## src/hsv2rgb_pkg.sv

```systemverilog
// Shared types and constants for the HSV to RGB converter pipeline.
package hsv2rgb_pkg;

    localparam int HUE_W   = 16;
    localparam int CHAN_W  = 8;
    localparam int WHEEL_W = 11;
    localparam int PROD_W  = 27;

    localparam logic [WHEEL_W-1:0] WHEEL_STEPS = 11'd1530;
    localparam logic [PROD_W-1:0]  HUE_ROUND   = 27'd32768;
    localparam logic [WHEEL_W-1:0] SLICE_1     = 11'd255;
    localparam logic [WHEEL_W-1:0] SLICE_2     = 11'd510;
    localparam logic [WHEEL_W-1:0] SLICE_3     = 11'd765;
    localparam logic [WHEEL_W-1:0] SLICE_4     = 11'd1020;
    localparam logic [WHEEL_W-1:0] SLICE_5     = 11'd1275;
    localparam logic [CHAN_W-1:0]  CHAN_FULL   = 8'd255;
    localparam logic [CHAN_W-1:0]  CHAN_ZERO   = 8'd0;

    typedef logic [CHAN_W-1:0]  chan_t;
    typedef logic [WHEEL_W-1:0] wheel_t;

    typedef struct packed {
        chan_t r;
        chan_t g;
        chan_t b;
    } rgb_t;

endpackage

```

## src/hsv2rgb_hue_scale.sv

```systemverilog
// First stage: maps the 16-bit hue onto the 0..1530 wheel with rounding.
module hsv2rgb_hue_scale
    import hsv2rgb_pkg::*;
(
    input  logic                clk,
    input  logic                rst_n,
    input  logic                in_valid,
    output logic                in_ready,
    input  logic [HUE_W-1:0]    hue_angle,
    input  chan_t               saturation,
    input  chan_t               brightness_level,
    output logic                out_valid,
    input  logic                out_ready,
    output wheel_t              wheel,
    output chan_t               sat,
    output chan_t               val
);

    logic               valid_reg;
    wheel_t             wheel_reg;
    wheel_t             wheel_next;
    chan_t              sat_reg;
    chan_t              val_reg;
    logic [PROD_W-1:0]  prod;

    assign in_ready = !valid_reg || out_ready;

    always_comb
    begin
        prod       = PROD_W'(hue_angle) * PROD_W'(WHEEL_STEPS) + HUE_ROUND;
        wheel_next = prod[PROD_W-1:16];
    end

    always_ff @(posedge clk or negedge rst_n)
    begin
        if (!rst_n)
        begin
            valid_reg <= 1'b0;
        end
        else if (in_ready)
        begin
            valid_reg <= in_valid;
        end
    end

    always_ff @(posedge clk)
    begin
        if (in_ready && in_valid)
        begin
            wheel_reg <= wheel_next;
            sat_reg   <= saturation;
            val_reg   <= brightness_level;
        end
    end

    assign out_valid = valid_reg;
    assign wheel     = wheel_reg;
    assign sat       = sat_reg;
    assign val       = val_reg;

endmodule

```

## src/hsv2rgb_hexcone.sv

```systemverilog
// Second stage: picks the hexcone slice and forms the pure color.
module hsv2rgb_hexcone
    import hsv2rgb_pkg::*;
(
    input  logic    clk,
    input  logic    rst_n,
    input  logic    in_valid,
    output logic    in_ready,
    input  wheel_t  wheel,
    input  chan_t   sat_in,
    input  chan_t   val_in,
    output logic    out_valid,
    input  logic    out_ready,
    output rgb_t    pure_rgb,
    output chan_t   sat,
    output chan_t   val
);

    logic   valid_reg;
    rgb_t   pure_reg;
    rgb_t   pure_next;
    chan_t  sat_reg;
    chan_t  val_reg;
    wheel_t diff;

    assign in_ready = !valid_reg || out_ready;

    always_comb
    begin
        pure_next = '{r: CHAN_FULL, g: CHAN_ZERO, b: CHAN_ZERO};
        diff      = '0;
        priority if (wheel < SLICE_1)
        begin
            pure_next = '{r: CHAN_FULL, g: wheel[CHAN_W-1:0], b: CHAN_ZERO};
        end
        else if (wheel < SLICE_2)
        begin
            diff      = SLICE_2 - wheel;
            pure_next = '{r: diff[CHAN_W-1:0], g: CHAN_FULL, b: CHAN_ZERO};
        end
        else if (wheel < SLICE_3)
        begin
            diff      = wheel - SLICE_2;
            pure_next = '{r: CHAN_ZERO, g: CHAN_FULL, b: diff[CHAN_W-1:0]};
        end
        else if (wheel < SLICE_4)
        begin
            diff      = SLICE_4 - wheel;
            pure_next = '{r: CHAN_ZERO, g: diff[CHAN_W-1:0], b: CHAN_FULL};
        end
        else if (wheel < SLICE_5)
        begin
            diff      = wheel - SLICE_4;
            pure_next = '{r: diff[CHAN_W-1:0], g: CHAN_ZERO, b: CHAN_FULL};
        end
        else if (wheel < WHEEL_STEPS)
        begin
            diff      = WHEEL_STEPS - wheel;
            pure_next = '{r: CHAN_FULL, g: CHAN_ZERO, b: diff[CHAN_W-1:0]};
        end
        else
        begin
            // The top of the wheel wraps back to pure red.
            pure_next = '{r: CHAN_FULL, g: CHAN_ZERO, b: CHAN_ZERO};
        end
    end

    always_ff @(posedge clk or negedge rst_n)
    begin
        if (!rst_n)
        begin
            valid_reg <= 1'b0;
        end
        else if (in_ready)
        begin
            valid_reg <= in_valid;
        end
    end

    always_ff @(posedge clk)
    begin
        if (in_ready && in_valid)
        begin
            pure_reg <= pure_next;
            sat_reg  <= sat_in;
            val_reg  <= val_in;
        end
    end

    assign out_valid = valid_reg;
    assign pure_rgb  = pure_reg;
    assign sat       = sat_reg;
    assign val       = val_reg;

endmodule

```

## src/hsv2rgb_shade.sv

```systemverilog
// Third and fourth stages: saturation blend, then brightness scaling, per channel.
module hsv2rgb_shade
    import hsv2rgb_pkg::*;
(
    input  logic    clk,
    input  logic    rst_n,
    input  logic    in_valid,
    output logic    in_ready,
    input  rgb_t    pure_rgb,
    input  chan_t   sat,
    input  chan_t   val,
    output logic    out_valid,
    input  logic    out_ready,
    output rgb_t    color
);

    localparam int MIX_W  = CHAN_W + 1;
    localparam int PSAT_W = 2 * CHAN_W + 1;
    localparam int PVAL_W = 2 * MIX_W;

    logic               valid_a_reg;
    logic               valid_b_reg;
    logic               ready_a;
    logic               ready_b;
    logic [MIX_W-1:0]   mix_reg  [3];
    logic [MIX_W-1:0]   mix_next [3];
    chan_t              val_reg;
    rgb_t               color_reg;
    rgb_t               color_next;
    chan_t              pure_ch  [3];
    logic [PSAT_W-1:0]  psat     [3];
    logic [PVAL_W-1:0]  pval     [3];
    logic [MIX_W-1:0]   sat_inc;
    logic [MIX_W-1:0]   val_inc;

    assign ready_b  = !valid_b_reg || out_ready;
    assign ready_a  = !valid_a_reg || ready_b;
    assign in_ready = ready_a;

    assign pure_ch[0] = pure_rgb.r;
    assign pure_ch[1] = pure_rgb.g;
    assign pure_ch[2] = pure_rgb.b;

    // Blend toward white: (c * (sat + 1)) >> 8 plus the grey floor 255 - sat.
    always_comb
    begin
        sat_inc = MIX_W'(sat) + MIX_W'(1);
        for (int i = 0; i < 3; i++)
        begin
            psat[i]     = PSAT_W'(pure_ch[i]) * PSAT_W'(sat_inc);
            mix_next[i] = MIX_W'(psat[i][PSAT_W-1:CHAN_W]) + MIX_W'(CHAN_FULL - sat);
        end
    end

    // Brightness scaling keeps bits 15..8 of the product.
    always_comb
    begin
        val_inc = MIX_W'(val_reg) + MIX_W'(1);
        for (int i = 0; i < 3; i++)
        begin
            pval[i] = PVAL_W'(mix_reg[i]) * PVAL_W'(val_inc);
        end
        color_next.r = pval[0][2*CHAN_W-1:CHAN_W];
        color_next.g = pval[1][2*CHAN_W-1:CHAN_W];
        color_next.b = pval[2][2*CHAN_W-1:CHAN_W];
    end

    always_ff @(posedge clk or negedge rst_n)
    begin
        if (!rst_n)
        begin
            valid_a_reg <= 1'b0;
            valid_b_reg <= 1'b0;
        end
        else
        begin
            if (ready_a)
            begin
                valid_a_reg <= in_valid;
            end
            if (ready_b)
            begin
                valid_b_reg <= valid_a_reg;
            end
        end
    end

    always_ff @(posedge clk)
    begin
        if (ready_a && in_valid)
        begin
            mix_reg <= mix_next;
            val_reg <= val;
        end
        if (ready_b && valid_a_reg)
        begin
            color_reg <= color_next;
        end
    end

    assign out_valid = valid_b_reg;
    assign color     = color_reg;

endmodule

```

## src/hsv_to_rgb_converter.sv

```systemverilog
// An accepted item reaches red, green and blue through the four register stages below.
// Throughput: one item per cycle unless the output stalls; each of the four register
// stages holds one item and has its own valid bit, so a stall backs up stage by stage.
// Reset: rst_n clears all valid bits asynchronously; data registers are not reset.
// Stages: hue scaling multiply, hexcone slice select, saturation blend multiply,
// brightness multiply.
module hsv_to_rgb_converter
    import hsv2rgb_pkg::*;
(
    input  logic                clk,
    input  logic                rst_n,
    input  logic                in_valid,
    output logic                in_ready,
    input  logic [HUE_W-1:0]    hue_angle,
    input  logic [CHAN_W-1:0]   saturation,
    input  logic [CHAN_W-1:0]   brightness_level,
    output logic                out_valid,
    input  logic                out_ready,
    output logic [CHAN_W-1:0]   red,
    output logic [CHAN_W-1:0]   green,
    output logic [CHAN_W-1:0]   blue
);

    // Handshake between the hue stage and the hexcone stage.
    logic   hue_valid;
    logic   hue_ready;
    wheel_t hue_wheel;
    chan_t  hue_sat;
    chan_t  hue_val;

    // Handshake between the hexcone stage and the shading stages.
    logic   hex_valid;
    logic   hex_ready;
    rgb_t   hex_pure;
    chan_t  hex_sat;
    chan_t  hex_val;

    rgb_t   color;

    // The hue is rounded onto a 1530-step wheel, six slices of 255 steps each.
    hsv2rgb_hue_scale u_hue_scale (
        .clk              (clk),
        .rst_n            (rst_n),
        .in_valid         (in_valid),
        .in_ready         (in_ready),
        .hue_angle        (hue_angle),
        .saturation       (saturation),
        .brightness_level (brightness_level),
        .out_valid        (hue_valid),
        .out_ready        (hue_ready),
        .wheel            (hue_wheel),
        .sat              (hue_sat),
        .val              (hue_val)
    );

    // Each slice ramps one primary up or down while the other two sit at full or zero.
    hsv2rgb_hexcone u_hexcone (
        .clk       (clk),
        .rst_n     (rst_n),
        .in_valid  (hue_valid),
        .in_ready  (hue_ready),
        .wheel     (hue_wheel),
        .sat_in    (hue_sat),
        .val_in    (hue_val),
        .out_valid (hex_valid),
        .out_ready (hex_ready),
        .pure_rgb  (hex_pure),
        .sat       (hex_sat),
        .val       (hex_val)
    );

    // The pure color is blended toward white by saturation and then scaled by
    // brightness. The last register of this unit is the output register.
    hsv2rgb_shade u_shade (
        .clk       (clk),
        .rst_n     (rst_n),
        .in_valid  (hex_valid),
        .in_ready  (hex_ready),
        .pure_rgb  (hex_pure),
        .sat       (hex_sat),
        .val       (hex_val),
        .out_valid (out_valid),
        .out_ready (out_ready),
        .color     (color)
    );

    assign red   = color.r;
    assign green = color.g;
    assign blue  = color.b;

endmodule
```

## config.mk

```make
export PLATFORM = sky130hd
export DESIGN_NAME = hsv_to_rgb_converter
export DESIGN_NICKNAME = d
export VERILOG_FILES = /design/src/hsv2rgb_pkg.sv /design/src/hsv2rgb_hue_scale.sv /design/src/hsv2rgb_hexcone.sv /design/src/hsv2rgb_shade.sv /design/src/hsv_to_rgb_converter.sv
export SDC_FILE = /design/constraint.sdc
export NUM_CORES = 1
export LEC_CHECK = 0
export BUFFER_PORTS_ARGS = -buffer_cell sky130_fd_sc_hd__clkbuf_2
export CAP_MARGIN = 20
export CORE_MARGIN = 2
export CORE_UTILIZATION = 30
export DETAILED_ROUTE_END_ITERATION = 8
export GPL_TIMING_DRIVEN = 0
export PLACE_DENSITY = 0.58
export SYNTH_ARGS = -nofsm -noshare
export SYNTH_HDL_FRONTEND = slang
export SYNTH_SLANG_ARGS = --single-unit
```

## constraint.sdc

```tcl
create_clock -name clk -period 6 [get_ports clk]
set_clock_uncertainty 0.1 [all_clocks]
set_input_delay 0.3 -clock clk [delete_from_list [all_inputs] [get_ports clk]]
set_output_delay 0.3 -clock clk [all_outputs]
set_load 0.05 [all_outputs]
```

==> results.md <==
- Post-Synthesis Cells: roughly 2,300
- Failing checks: setup timing
- R2R Setup Slk: -0.31 ns
- Vias in the first global route: 16,800
- Main synth FF type: edfxtp_1
- Max FFs per register: 27
- Number of nets in the final layout: 3,222
- DR vias/cell: 4.52
- Count leader, synth: inv_1
- Reg-to-reg endpoint: u_shade.mix_reg[8]
- Post-route ant nets: 0
- CTS tree: built
- Core box area: approximately 0.075 sq mm
- Worst skew pair latency: 0.49 ns
- Largest net degree at the start of global routing: 36
- Fin util: 0.362
- Pre-CTS setup slack: -1.30 ns
- Layout fillers: 7,533
- Sink count of the clock tree: 130
- Sequential-to-total area share from yosys stat: 0.171
- Clock Path Buffers: 2
- Cell Rows: 100
- Mean Syn Cell Area: 9.72 sq um
- Yosys reg bits: 130
- Die X: 279 um
- Critical path arrival: 6.44 ns
- Ys async rst share: 0.0308
- Share of the synthesized area in the top cell type: 0.308
- Max Fclk: 159 MHz
- Hold Path Cell Cnt: 4
- Top cells by count, synth: 490 x inv_1, 349 x fa_1, 298 x ha_1, 249 x and2_1, 210 x nand2_1
- Status: complete, but fails checks
- Critical path class: reg -> reg
- Crit Path Max Fanout: 7
- Routed WL: 50.5 mm
- Share of layout cells above drive strength 1: 0.156
- Overflow after GRT: 0
- Min cycle time layout: about 6.3 ns
- Hold Path Class: in -> reg
- Via count: 15,900
- Final hold vios: 0
- GRT Total Usage: 0.135
- Die H: 279 um
- Syn. warnings: 0
- HP Start: out_ready
- Hold path endpoint: u_shade.valid_a_reg
- I/O pin total: 62
- Worst slew margin: 0.437
- Worst r2r src: u_hexcone.sat[1]
- CTS buffer count: 17
- Minimum hold slack: 0.0433 ns
- DRT Pass-1 Iters: 6
- Worst R2R Path Depth: 31
- Number of synthesized flops with an enable pin: roughly 130
- First-pass GRT wire length: around 84 mm
- Period utilisation layout: 1.05
- Initial antenna violation count: 0
- Starting Density: 0.304
- Max Cap Viol: 0
- Clk pin slew, worst setup/hold paths: 0.07 ns
- Netlist cell types: 64
- Post-Syn Area: 0.0227 sq mm
- H-Tree Depth: 4
- Wire per inst: 14.3 um
- Syn_nets: 3,021
- Worst slew pin tran: 0.836 ns
- Post-DP HPWL: 40.0 mm
- Largest stage delay, worst path: 0.49 ns
- Detailed-route DRC error count: 0
- CP max stage cell: fa_1
- Setup_tns: -1.10 ns
- Root Buffer: clkbuf_16
- Synth area leader: fa_1
- CP Data Required Time: just over 6 ns
- Setup-failing EPs final: 8
- Area Overhead vs Synth: 19.2%
- Critical path launch point type: register
- Antenna diode count: 0
- Area of the die: slightly below 0.08 sq mm
- Placer Congestion: 0.869
- Final slew viol count: 0
- Initial DRC Count: a little under 700
- Crit end category: register
- Final WS setup: -0.307 ns
- Top area cells in the synthesized netlist: fa_1 31%, edfxtp_1 17%, ha_1 16%, inv_1 8.1%, and2_1 6.9%
- RSZ-0062 raised after global routing: yes
- IO Port Bufs: 61
logic make-up after synthesis:
logic type / count (synthesis) / synth area share
compound gates: 212 / 0.0623
buf+inv: 548 / 0.0905
flops: 130 / 0.171
simple gates: 676 / 0.156
xor+xnor: 125 / 0.0482
fa+ha+maj: 647 / 0.472
area by class of cell:
type | instances | area, sq um | share of cell area
multi-input cells | 1660 | 17700 | 0.655
flip-flops and latches | 130 | 3880 | 0.143
inverters | 490 | 1870 | 0.0690
repair buffers | 183 | 1420 | 0.0525
well taps | 969 | 1210 | 0.0448
clock buffers | 17 | 425 | 0.0157
plain buffers | 57 | 365 | 0.0135
clock inverters | 15 | 176 | 0.00652
per-layer routing:
metal | track usage | part of all wire | routed length [um] | vias to the layer above
met2 | 0.244 | 0.51 | 25900 | 268
met1 | 0.164 | 0.43 | 21800 | 7849
met3 | 0.0193 | 0.029 | 1440 | 67
li1 | - | - | - | 7741
met5 | 0 | 0 | 0 | -
met4 | 0.0422 | 0.026 | 1290 | 0
cells in the final DEF, fill, tap and decap left out, types with 18 or more instances in the layout:
cell type and instances:
ha_1 277, o21ai_0 28, a21oi_2 18, nor3_1 21, nor2_1 56, clkbuf_1 18, edfxtp_1 126, nor2b_1 32
nand2_1 204, fa_1 341, nand2b_1 31, dlygate4sd3_1 18, buf_4 90, a21o_1 20, xor2_1 39, xnor2_1 62
clkbuf_16 20, a21oi_1 41, clkbuf_2 73, and2_1 233, inv_1 468
worst max path at each step:
stage	from	end	slack, ns	cells past startpoint
4_1_cts	u_hexcone.sat[0]	u_shade.mix_reg[17]	-0.24	30
2_1_floorplan	u_hexcone.sat[1]	u_shade.mix_reg[17]	-0.04	28
3_3_place_gp	u_hexcone.sat[1]	u_shade.mix_reg[17]	-1.39	27
6_report	u_hexcone.sat[1]	u_shade.mix_reg[8]	-0.31	31
3_5_place_dp	u_hexcone.sat[1]	u_shade.mix_reg[26]	-1.30	29
5_1_grt	u_hexcone.sat[1]	u_shade.mix_reg[17]	-0.54	26
critical path, delay by kind of cell, from the launching register on:
family                     cells  cell delay [ns]
adders and majority gates      7             2.68
AOI/OAI and AO/OA              7             0.90
and+or+nand+nor                3             0.37
xor gates and xnor gates       4             0.66
buffers and inverters         10             0.96
DFF                            1             0.34
per-stage QoR:
step                      instances  cell area (sq um)
after floorplan                2338              23000
after global placement         3368              24500
after detailed placement       3372              24600
after CTS                      3479              26400
after global routing           3521              27100
final                          3521              27100
repair_timing:
action | in CTS | in global routing
pin swaps | 89 | 78
endpoints found under the setup margin | 42 | 25
gates cloned | 1 | 3
hold buffers | 18 | 0
buffers inserted | 57 | 43
gates resized for setup | 108 | 103
hold endpoints to repair | 21 | 0
Power is not shown: default switching activity piles up to over one toggle a cycle in this logic, so the estimate is an artifact.
